==> config.mk <==
export PLATFORM = sky130hd
export DESIGN_NAME = unified_diff_line_scanner_top_flat
export DESIGN_NICKNAME = d
export VERILOG_FILES = /design/src/rtl/udls_pkg.sv /design/src/rtl/udls_in_if.sv /design/src/rtl/udls_out_if.sv /design/src/rtl/unified_diff_line_scanner_top.sv /design/src/rtl/udls_num_field.sv /design/src/flat_wrapper.sv
export SDC_FILE = /design/constraint.sdc
export NUM_CORES = 1
export LEC_CHECK = 0
export BUFFER_PORTS_ARGS = -buffer_cell sky130_fd_sc_hd__buf_2
export CAP_MARGIN = 20
export CELL_PAD_IN_SITES_DETAIL_PLACEMENT = 1
export CELL_PAD_IN_SITES_GLOBAL_PLACEMENT = 1
export CORE_ASPECT_RATIO = 0.5
export CORE_MARGIN = 4
export CORE_UTILIZATION = 51
export DETAILED_ROUTE_END_ITERATION = 8
export PLACE_DENSITY = 0.84
export SYNTH_ARGS = -nofsm -noshare
export SYNTH_HDL_FRONTEND = slang
export SYNTH_SLANG_ARGS = --single-unit
export TNS_END_PERCENT = 30
==> constraint.sdc <==
create_clock -name clk -period 6.4 [get_ports clk]
set_input_delay 1.28 -clock clk [delete_from_list [all_inputs] [get_ports clk]]
set_output_delay 1.28 -clock clk [all_outputs]
set_load 0.02 [all_outputs]
==> src/rtl/udls_pkg.sv <==
// ----------------------------------------------------------------------------
// udls_pkg
// Types and character constants shared by the diff line scanner files.
// ----------------------------------------------------------------------------
package udls_pkg;

  localparam int OUT_NUM_W = 31;

  typedef enum logic [2:0] {
    KIND_FILE_HEADER = 3'd0,
    KIND_HUNK_HEADER = 3'd1,
    KIND_CONTEXT     = 3'd2,
    KIND_ADDED       = 3'd3,
    KIND_REMOVED     = 3'd4,
    KIND_NO_NEWLINE  = 3'd5
  } kind_t;

  typedef enum logic [2:0] {
    CLS_EMPTY  = 3'd0,
    CLS_SPACE  = 3'd1,
    CLS_PLUS   = 3'd2,
    CLS_MINUS  = 3'd3,
    CLS_BSLASH = 3'd4,
    CLS_AT     = 3'd5,
    CLS_OTHER  = 3'd6
  } cls_t;

  typedef enum logic [1:0] {
    PH_IDLE   = 2'd0,
    PH_DIGITS = 2'd1,
    PH_DONE   = 2'd2
  } phase_t;

  typedef struct packed {
    logic step;
    logic clear;
  } numf_ctl_t;

  localparam logic [15:0] CH_LF     = 16'h000A;
  localparam logic [15:0] CH_CR     = 16'h000D;
  localparam logic [15:0] CH_PS     = 16'h2029;
  localparam logic [15:0] CH_NC0    = 16'hFDD0;
  localparam logic [15:0] CH_NC1    = 16'hFDD1;
  localparam logic [15:0] CH_SPACE  = 16'h0020;
  localparam logic [15:0] CH_PLUS   = 16'h002B;
  localparam logic [15:0] CH_MINUS  = 16'h002D;
  localparam logic [15:0] CH_BSLASH = 16'h005C;
  localparam logic [15:0] CH_AT     = 16'h0040;
  localparam logic [15:0] CH_ZERO   = 16'h0030;
  localparam logic [15:0] CH_NINE   = 16'h0039;

endpackage

==> src/rtl/udls_in_if.sv <==
// ----------------------------------------------------------------------------
// udls_in_if
// Text channel: one code unit or an end-of-text command per item.
// ----------------------------------------------------------------------------
interface udls_in_if;
  logic        valid;
  logic        ready;
  logic        command;
  logic [15:0] char_code;

  modport source (output valid, command, char_code, input ready);
  modport sink   (input valid, command, char_code, output ready);
endinterface

==> src/rtl/udls_out_if.sv <==
// ----------------------------------------------------------------------------
// udls_out_if
// Line channel: one classified display line per item.
// ----------------------------------------------------------------------------
interface udls_out_if;
  import udls_pkg::*;

  logic                 valid;
  logic                 ready;
  logic [2:0]           line_kind;
  logic [OUT_NUM_W-1:0] old_number;
  logic [OUT_NUM_W-1:0] new_number;
  logic                 is_continuation;

  modport source (output valid, line_kind, old_number, new_number, is_continuation,
                  input ready);
  modport sink   (input valid, line_kind, old_number, new_number, is_continuation,
                  output ready);
endinterface

==> src/rtl/unified_diff_line_scanner_top.sv <==
// ----------------------------------------------------------------------------
// unified_diff_line_scanner_top
// Classifies the lines of unified diff text streamed one code unit at a time.
// ----------------------------------------------------------------------------
// Usage:
//   text  : valid/ready channel; command 0 carries one UTF-16 code unit in
//           char_code, command 1 ends the text (flush the open line, emit a
//           single file header line for empty text, then clear all state).
//   lines : valid/ready channel; one item per display line with its kind,
//           old and new line numbers and a continuation flag.
//   Throughput is one text item per cycle while the receiver is not stalling,
//   set by the state update between the input register and the line
//   register. The item that ends a line is held in the input register and
//   processed once the line register can take a result; the line item is
//   valid in the line register in the cycle after that item is processed.
//   Items that do not end a line (ordinary characters, the LF of a CRLF)
//   produce nothing.
//   When the receiver stalls, the held line stays in the line register and
//   one more text item may wait in the input register; text.ready falls
//   only when both are full.
//   rst is synchronous, active high: both registers empty, counters zero,
//   no hunk open, previous kind file header.
// ----------------------------------------------------------------------------
module unified_diff_line_scanner_top #(
  parameter int NUMBER_WIDTH = 31
) (
  input logic      clk,
  input logic      rst,
  udls_in_if.sink  text,
  udls_out_if.source lines
);
  import udls_pkg::*;

  // Input register.
  logic        in_valid;
  logic        in_command;
  logic [15:0] in_code;

  // Line register.
  logic                 out_valid;
  kind_t                out_kind;
  logic [OUT_NUM_W-1:0] out_old;
  logic [OUT_NUM_W-1:0] out_new;
  logic                 out_cont;

  // Scanner state.
  logic [NUMBER_WIDTH-1:0] old_counter, old_counter_next;
  logic [NUMBER_WIDTH-1:0] new_counter, new_counter_next;
  logic                    inside_hunk, inside_hunk_next;
  kind_t                   previous_kind, previous_kind_next;
  logic                    next_cont, next_cont_next;
  logic                    after_cr, after_cr_next;
  logic [1:0]              column, column_next;
  cls_t                    first_class, first_class_next;
  logic                    prefix_seen, prefix_seen_next;
  logic                    prev_at, prev_at_next;
  logic                    closed, closed_next;
  logic                    line_open, line_open_next;
  logic                    any_emitted, any_emitted_next;

  logic [NUMBER_WIDTH-1:0] minus_value, plus_value;
  logic                    minus_good, plus_good;
  numf_ctl_t               num_ctl;

  logic                    proc;
  logic                    is_term;
  logic                    do_emit, emit_cont, do_feed, do_reset;
  kind_t                   emit_kind;
  logic [NUMBER_WIDTH-1:0] emit_old, emit_new;

  // Process the held text item whenever the line register can take a result.
  assign proc       = in_valid && (!out_valid || lines.ready);
  assign text.ready = !in_valid || proc;

  assign is_term = (in_code == CH_LF) || (in_code == CH_CR) || (in_code == CH_PS)
                || (in_code == CH_NC0) || (in_code == CH_NC1);

  always_comb begin
    old_counter_next   = old_counter;
    new_counter_next   = new_counter;
    inside_hunk_next   = inside_hunk;
    previous_kind_next = previous_kind;
    next_cont_next     = next_cont;
    after_cr_next      = after_cr;
    column_next        = column;
    first_class_next   = first_class;
    prefix_seen_next   = prefix_seen;
    prev_at_next       = prev_at;
    closed_next        = closed;
    line_open_next     = line_open;
    any_emitted_next   = any_emitted;
    do_emit   = 1'b0;
    emit_cont = 1'b0;
    do_feed   = 1'b0;
    do_reset  = 1'b0;
    emit_kind = KIND_FILE_HEADER;
    emit_old  = '0;
    emit_new  = '0;
    num_ctl   = '0;

    // Route the item: end command, swallowed LF of a CRLF, terminator or text.
    if (proc) begin
      if (in_command) begin
        do_emit   = line_open || !any_emitted;
        emit_cont = line_open && next_cont;
        do_reset  = 1'b1;
      end else begin
        after_cr_next = 1'b0;
        if (after_cr && (in_code == CH_LF)) begin
          next_cont_next = 1'b0;
        end else if (is_term) begin
          do_emit        = 1'b1;
          emit_cont      = next_cont;
          next_cont_next = (in_code != CH_LF);
          after_cr_next  = (in_code == CH_CR);
        end else begin
          do_feed = 1'b1;
        end
      end
    end

    // Classify the finished line and advance the counters.
    if (do_emit) begin
      if (emit_cont) begin
        emit_kind = previous_kind;
      end else begin
        if (prefix_seen && closed && minus_good && plus_good) begin
          old_counter_next = minus_value;
          new_counter_next = plus_value;
          inside_hunk_next = 1'b1;
          emit_kind        = KIND_HUNK_HEADER;
        end else if (!inside_hunk) begin
          emit_kind = KIND_FILE_HEADER;
        end else begin
          case (first_class)
            CLS_EMPTY, CLS_SPACE: begin
              emit_kind = KIND_CONTEXT;
              emit_old  = old_counter;
              emit_new  = new_counter;
              if (old_counter != '1) old_counter_next = old_counter + 1'b1;
              if (new_counter != '1) new_counter_next = new_counter + 1'b1;
            end
            CLS_PLUS: begin
              emit_kind = KIND_ADDED;
              emit_new  = new_counter;
              if (new_counter != '1) new_counter_next = new_counter + 1'b1;
            end
            CLS_MINUS: begin
              emit_kind = KIND_REMOVED;
              emit_old  = old_counter;
              if (old_counter != '1) old_counter_next = old_counter + 1'b1;
            end
            CLS_BSLASH: begin
              emit_kind = KIND_NO_NEWLINE;
            end
            default: begin
              // Anything else ends the hunk.
              inside_hunk_next = 1'b0;
              emit_kind        = KIND_FILE_HEADER;
            end
          endcase
        end
        previous_kind_next = emit_kind;
      end
      any_emitted_next = 1'b1;
      column_next      = '0;
      first_class_next = CLS_EMPTY;
      prefix_seen_next = 1'b0;
      prev_at_next     = 1'b0;
      closed_next      = 1'b0;
      line_open_next   = 1'b0;
      num_ctl.clear    = 1'b1;
    end

    // Track the line prefix and the hunk header fields.
    if (do_feed) begin
      line_open_next = 1'b1;
      case (column)
        2'd0: begin
          case (in_code)
            CH_SPACE:  first_class_next = CLS_SPACE;
            CH_PLUS:   first_class_next = CLS_PLUS;
            CH_MINUS:  first_class_next = CLS_MINUS;
            CH_BSLASH: first_class_next = CLS_BSLASH;
            CH_AT:     first_class_next = CLS_AT;
            default:   first_class_next = CLS_OTHER;
          endcase
        end
        2'd1: begin
          prefix_seen_next = (first_class == CLS_AT) && (in_code == CH_AT);
        end
        default: begin
          if (prefix_seen && !closed) begin
            if ((in_code == CH_AT) && prev_at) begin
              closed_next = 1'b1;
            end else begin
              num_ctl.step = 1'b1;
            end
            prev_at_next = (in_code == CH_AT);
          end
        end
      endcase
      if (column != 2'd3) column_next = column + 2'd1;
    end

    // End of text: drop all state.
    if (do_reset) begin
      old_counter_next   = '0;
      new_counter_next   = '0;
      inside_hunk_next   = 1'b0;
      previous_kind_next = KIND_FILE_HEADER;
      next_cont_next     = 1'b0;
      after_cr_next      = 1'b0;
      column_next        = '0;
      first_class_next   = CLS_EMPTY;
      prefix_seen_next   = 1'b0;
      prev_at_next       = 1'b0;
      closed_next        = 1'b0;
      line_open_next     = 1'b0;
      any_emitted_next   = 1'b0;
      num_ctl.clear      = 1'b1;
    end
  end

  udls_num_field #(.NUMBER_WIDTH(NUMBER_WIDTH)) u_minus (
    .clk    (clk),
    .rst    (rst),
    .ctl    (num_ctl),
    .code   (in_code),
    .marker (CH_MINUS),
    .value  (minus_value),
    .good   (minus_good)
  );

  udls_num_field #(.NUMBER_WIDTH(NUMBER_WIDTH)) u_plus (
    .clk    (clk),
    .rst    (rst),
    .ctl    (num_ctl),
    .code   (in_code),
    .marker (CH_PLUS),
    .value  (plus_value),
    .good   (plus_good)
  );

  // Input register: load on accept, empty once processed.
  always_ff @(posedge clk) begin
    if (rst) begin
      in_valid <= 1'b0;
    end else if (text.ready) begin
      in_valid <= text.valid;
    end
    if (text.valid && text.ready) begin
      in_command <= text.command;
      in_code    <= text.char_code;
    end
  end

  // Line register and scanner state.
  always_ff @(posedge clk) begin
    if (rst) begin
      out_valid     <= 1'b0;
      old_counter   <= '0;
      new_counter   <= '0;
      inside_hunk   <= 1'b0;
      previous_kind <= KIND_FILE_HEADER;
      next_cont     <= 1'b0;
      after_cr      <= 1'b0;
      column        <= '0;
      first_class   <= CLS_EMPTY;
      prefix_seen   <= 1'b0;
      prev_at       <= 1'b0;
      closed        <= 1'b0;
      line_open     <= 1'b0;
      any_emitted   <= 1'b0;
    end else begin
      if (do_emit) begin
        out_valid <= 1'b1;
      end else if (lines.ready) begin
        out_valid <= 1'b0;
      end
      old_counter   <= old_counter_next;
      new_counter   <= new_counter_next;
      inside_hunk   <= inside_hunk_next;
      previous_kind <= previous_kind_next;
      next_cont     <= next_cont_next;
      after_cr      <= after_cr_next;
      column        <= column_next;
      first_class   <= first_class_next;
      prefix_seen   <= prefix_seen_next;
      prev_at       <= prev_at_next;
      closed        <= closed_next;
      line_open     <= line_open_next;
      any_emitted   <= any_emitted_next;
    end
    if (do_emit) begin
      out_kind <= emit_kind;
      out_old  <= OUT_NUM_W'({{OUT_NUM_W{1'b0}}, emit_old});
      out_new  <= OUT_NUM_W'({{OUT_NUM_W{1'b0}}, emit_new});
      out_cont <= emit_cont;
    end
  end

  assign lines.valid           = out_valid;
  assign lines.line_kind       = out_kind;
  assign lines.old_number      = out_old;
  assign lines.new_number      = out_new;
  assign lines.is_continuation = out_cont;

  // A continuation or header line never carries line numbers.
  a_cont_no_numbers: assert property (@(posedge clk) disable iff (rst)
    (lines.valid && lines.is_continuation) |-> (out_old == '0 && out_new == '0))
    else $error("continuation line carries line numbers");

  a_header_no_numbers: assert property (@(posedge clk) disable iff (rst)
    (lines.valid && !lines.is_continuation && lines.line_kind == KIND_HUNK_HEADER)
    |-> (out_old == '0 && out_new == '0))
    else $error("hunk header line carries line numbers");

  // End of text leaves the scanner in its reset state.
  a_end_clears: assert property (@(posedge clk) disable iff (rst)
    (proc && in_command) |=> (!line_open && !inside_hunk && !any_emitted
                             && old_counter == '0 && new_counter == '0))
    else $error("state not cleared after end of text");

  // Back-pressure only when both registers hold an item.
  a_ready_full: assert property (@(posedge clk) disable iff (rst)
    !text.ready |-> (in_valid && out_valid && !lines.ready))
    else $error("text stalled with room in the pipe");

endmodule

==> src/rtl/udls_num_field.sv <==
// ----------------------------------------------------------------------------
// udls_num_field
// One number field of a hunk header: finds its marker, then accumulates
// decimal digits and flags an overflow past the counter range.
// ----------------------------------------------------------------------------
module udls_num_field #(
  parameter int NUMBER_WIDTH = 31
) (
  input  logic                    clk,
  input  logic                    rst,
  input  udls_pkg::numf_ctl_t     ctl,
  input  logic [15:0]             code,
  input  logic [15:0]             marker,
  output logic [NUMBER_WIDTH-1:0] value,
  output logic                    good
);
  import udls_pkg::*;

  localparam int ACC_W = NUMBER_WIDTH + 4;

  phase_t                  phase;
  phase_t                  phase_next;
  logic [NUMBER_WIDTH-1:0] value_next;
  logic                    good_next;
  logic                    is_digit;
  logic [ACC_W-1:0]        acc;

  always_comb begin
    is_digit = code inside {[CH_ZERO:CH_NINE]};
    acc = ({4'b0, value} << 3) + ({4'b0, value} << 1)
        + {{NUMBER_WIDTH{1'b0}}, code[3:0]};
    phase_next = phase;
    value_next = value;
    good_next  = good;
    if (ctl.step) begin
      case (phase)
        PH_DIGITS: begin
          if (!is_digit) begin
            phase_next = PH_DONE;
          end else if (|acc[ACC_W-1:NUMBER_WIDTH]) begin
            good_next  = 1'b0;
            phase_next = PH_DONE;
          end else begin
            value_next = acc[NUMBER_WIDTH-1:0];
            good_next  = 1'b1;
          end
        end
        PH_IDLE: begin
          if (code == marker) begin
            phase_next = PH_DIGITS;
            value_next = '0;
            good_next  = 1'b0;
          end
        end
        default: ;
      endcase
    end
  end

  always_ff @(posedge clk) begin
    if (rst || ctl.clear) begin
      phase <= PH_IDLE;
      value <= '0;
      good  <= 1'b0;
    end else begin
      phase <= phase_next;
      value <= value_next;
      good  <= good_next;
    end
  end

endmodule
==> src/flat_wrapper.sv <==
// flat-port wrapper written by rule: the top's interface ports become plain ports
module unified_diff_line_scanner_top_flat import udls_pkg::*;
#(
  parameter int NUMBER_WIDTH = 31
)
  (clk, rst, text_valid, text_command, text_char_code, text_ready, lines_valid, lines_line_kind, lines_old_number, lines_new_number, lines_is_continuation, lines_ready);
  udls_in_if text_i ();
  udls_out_if lines_i ();
  input logic clk;
  input logic rst;
  input wire logic [$bits(text_i.valid)-1:0] text_valid;
  input wire logic [$bits(text_i.command)-1:0] text_command;
  input wire logic [$bits(text_i.char_code)-1:0] text_char_code;
  output wire logic [$bits(text_i.ready)-1:0] text_ready;
  output wire logic [$bits(lines_i.valid)-1:0] lines_valid;
  output wire logic [$bits(lines_i.line_kind)-1:0] lines_line_kind;
  output wire logic [$bits(lines_i.old_number)-1:0] lines_old_number;
  output wire logic [$bits(lines_i.new_number)-1:0] lines_new_number;
  output wire logic [$bits(lines_i.is_continuation)-1:0] lines_is_continuation;
  input wire logic [$bits(lines_i.ready)-1:0] lines_ready;
  assign text_i.valid = text_valid;
  assign text_i.command = text_command;
  assign text_i.char_code = text_char_code;
  assign text_ready = text_i.ready;
  assign lines_valid = lines_i.valid;
  assign lines_line_kind = lines_i.line_kind;
  assign lines_old_number = lines_i.old_number;
  assign lines_new_number = lines_i.new_number;
  assign lines_is_continuation = lines_i.is_continuation;
  assign lines_i.ready = lines_ready;
  unified_diff_line_scanner_top #(.NUMBER_WIDTH(NUMBER_WIDTH)) u_core (.clk(clk), .rst(rst), .text(text_i), .lines(lines_i));
endmodule
==> results.sh <==
export IMPL_synth_top_cells_by_count="nand2_1 (189), dfxtp_1 (148), a21oi_1 (140)"
export IMPL_relSlewSlack=0.296
export IMPL_cap_violations=0
export IMPL_first_pass_iters=6
export IMPL_intPower_w=0.00232
export IMPL_diodes=0
export IMPL_grt_usage=0.284
export IMPL_nets=1917
export IMPL_coreArea_mm2=0.0281
export IMPL_die_area_mm2=0.0319
export IMPL_crit_fanout=9
export IMPL_crit_required_ns=6.85
export IMPL_clockRootBuffer="clkbuf_16"
export IMPL_p_total_w=0.00301
export IMPL_start_kind="flip-flop"
export IMPL_finalWirelength_mm=46.1
export IMPL_num_rows=43
export IMPL_crit_slowest_cell="nand4_1"
export IMPL_fp_dieW_um=248
export IMPL_hp_class="flip-flop to flip-flop"
export IMPL_antenna_found_initial=0
export IMPL_syn_to_final_growth_pct=10.1
export IMPL_vias_per_cell=6.29
export IMPL_skew_ns=0.0154
export IMPL_min_path_cells=2
export IMPL_min_period_over_period=0.756
export IMPL_synth_compound_area_frac=0.225
export IMPL_switching_share=0.227
export IMPL_wl_per_cell_um=21.3
export IMPL_setup_viol=0
export IMPL_dp_hpwl_mm=33.9
export IMPL_grt_pass1_vias=14200
export IMPL_muxShareOfSynthArea=0.00289
export IMPL_synth_seq_cells=231
export IMPL_switchingPower_w=0.000684
export IMPL_leakage_nw=6.47
export IMPL_synth_area_per_cell_um2=8.57
export IMPL_clk_latency_ns=0.54
export IMPL_rsz0062_at_grt="false"
export IMPL_synth_nets=1872
export IMPL_critPathKind="flip-flop to flip-flop"
export IMPL_ir_worst_vdd_v=0.000146
export IMPL_syn_area_mm2=0.0147
export IMPL_ys_top_cells_by_area="dfxtp_1 (20%), edfxtp_1 (17%), ha_1 (11%)"
export IMPL_yosys_area_top_type="dfxtp_1"
export IMPL_dieHeight_um=128
export IMPL_min_period_ns=4.84
export IMPL_p_comb_frac=0.028
export IMPL_worst_pin_slew_ns=1.06
export IMPL_placed_cells=2120
export IMPL_postCtsHoldBufs=0
export IMPL_crit_path_end_kind="flip-flop"
export IMPL_vias=13600
export IMPL_synthCells=1720
export IMPL_max_stage_delay_ns=0.59
export IMPL_synth_top_area_share=0.201
export IMPL_yosys_warnings=0
export IMPL_max_freq_mhz=207
export IMPL_grt_ovfl_total=0
export IMPL_drive_gt1_frac=0.108
export IMPL_synth_simple_area_share=0.214
export IMPL_numPortBuffers=88
export IMPL_htreeDepth=1
export IMPL_cp_arrival_ns=5.29
export IMPL_ioPinCount=89
export IMPL_ant_nets=0
export IMPL_clock_sinks=231
export IMPL_post_cts_buffers=0
export IMPL_synth_edff_count=83
export IMPL_layoutNonFillerInstCount=2164
export IMPL_grt_pass1_wl_mm=75.4
export IMPL_power_density_mw_per_mm2=185
export IMPL_drt_iter0_drc=1046
export IMPL_cts_reportedPaths_clkPinSlew_ns=0.07
export IMPL_slew_violations=0
export IMPL_seqPwrFrac=0.513
export IMPL_fin_util=0.578
export IMPL_path_cells="inv_1 -> fa_1 -> fa_1 -> nor2b_1 -> o31a_1 -> o31a_1 -> a31o_2 -> o21ai_0 -> or3_1 -> a2111oi_4 -> nand4_1 -> o22ai_1"
export IMPL_outcome="completed"
export IMPL_tns_ns=0
export IMPL_clkPwrFrac=0.459
export IMPL_grt_max_degree=98
export IMPL_start_util=0.525
export IMPL_clockBufferDepth=3
export IMPL_synth_most_common_cell="nand2_1"
export IMPL_synth_top_family_by_area="compound AO/OA/AOI/OAI gates"
export IMPL_async_reset_ff_frac=0
export IMPL_ys_seq_area_frac=0.370
export IMPL_cts_buffers_inserted=23
export IMPL_synth_xor_area_frac=0.0339
export IMPL_place_congestion=0.936
export IMPL_synth_ff_type="dfxtp_1"
export IMPL_cts_resized=0
export IMPL_worstRegToRegCells=12
export IMPL_fillers=3368
export IMPL_synth_adder_area_share=0.113
export IMPL_drc_errors=0
export IMPL_tritoncts="built"
export IMPL_timing_hold_violations_final=0
export IMPL_synthDistinctLibCells=84
==> worst max-delay path: cells and delay by family (launching register included) <==
family                     cells  cell delay [ns]
buffers and inverters          1             0.32
AOI/OAI and AO/OA              6             1.71
adders and majority gates      2             1.00
and+or+nand+nor                3             1.20
DFF                            1             0.51
==> state kept, by name (all words and copies together) (netlist names), 3 cells and up <==
name and cells:
u_core.u_minus.value 31, u_core.old_counter 31, u_core.new_counter 31, u_core.lines.new_number 31, u_core.u_plus.value 31, u_core.first_class 3
u_core.previous_kind 3, u_core.lines.line_kind 3, u_core.in_code 16, u_core.lines.old_number 31
==> metrics by stage <==
stage          hold slack (ns)  worst slack (ns)  cell area, µm²
4_1_cts                  0.478              1.61           16200
3_5_place_dp             0.469              1.69           15500
6_report                 0.481              1.56           16200
3_3_place_gp             0.440              1.98           15400
2_1_floorplan            0.433              2.54           14700
5_1_grt                  0.491              1.25           16200
==> path summary, 6_finish.rpt <==
path / start / endpoint / slack [ns]
hold reg to reg: u_core.previous_kind[2] / u_core.previous_kind[2] / 0.48
hold / removal: u_core.previous_kind[2] / u_core.previous_kind[2] / 0.48
setup reg to reg: u_core.in_code[3] / u_core.u_minus.value[16] / 1.56
setup / recovery: u_core.in_code[3] / u_core.u_minus.value[16] / 1.56
==> routing by layer <==
metal / global-route usage / vias up / part of all wire
met3: 0.0387 / 69 / 0.049
met2: 0.497 / 346 / 0.48
li1: - / 6461 / -
met1: 0.381 / 6744 / 0.46
met5: 0 / - / 0
met4: 0.0623 / 0 / 0.018
==> layout make-up <==
cell class	count	area, µm²	share of cell area
Multi-Input combinational cell	1341	8730	0.538
Sequential cell	231	5460	0.336
Clock buffer	34	637	0.0392
Timing Repair Buffer	105	593	0.0365
Tap cell	382	478	0.0294
Inverter	63	236	0.0146
Clock inverter	8	100	0.00617
==> power groups by stage <==
stage                     logic [W]  clock network (W)  registers (W)
after CTS                 0.0000851            0.00140        0.00154
after global routing      0.0000930            0.00147        0.00154
after floorplan           0.0000496                  0        0.00157
final                     0.0000857            0.00138        0.00154
after global placement    0.0000802                  0        0.00157
after detailed placement  0.0000841                  0        0.00157
==> cells in the final DEF, fill, tap and decap left out, types with 19 or more instances in the layout <==
cell type | Yosys | routed
edfxtp_1 | 83 | 83
clkbuf_16 | 0 | 23
nor2_1 | 107 | 107
a21oi_1 | 140 | 139
nand4_1 | 27 | 27
o21ai_0 | 133 | 133
buf_2 | 14 | 89
a211oi_1 | 25 | 25
nand3_1 | 68 | 68
nand2_1 | 189 | 189
nor3_1 | 51 | 49
o22ai_1 | 43 | 43
a21o_1 | 21 | 20
dfxtp_1 | 148 | 148
xor2_1 | 26 | 26
and2_1 | 73 | 73
inv_1 | 63 | 62
and3_1 | 19 | 19
a22oi_1 | 19 | 19
ha_1 | 127 | 127
xnor2_1 | 31 | 31
==> cells by family (layout without fill, tap and decap cells) <==
family                     count (synthesis)  count (layout)
and+or+nand+nor                          626             626
AOI/OAI and AO/OA                        523             523
DFF                                      231             231
buffers and inverters                    148             210
adders and majority gates                131             131
xor gates and xnor gates                  57              57
muxes                                      4               4
(Power assumes the default switching activity.)
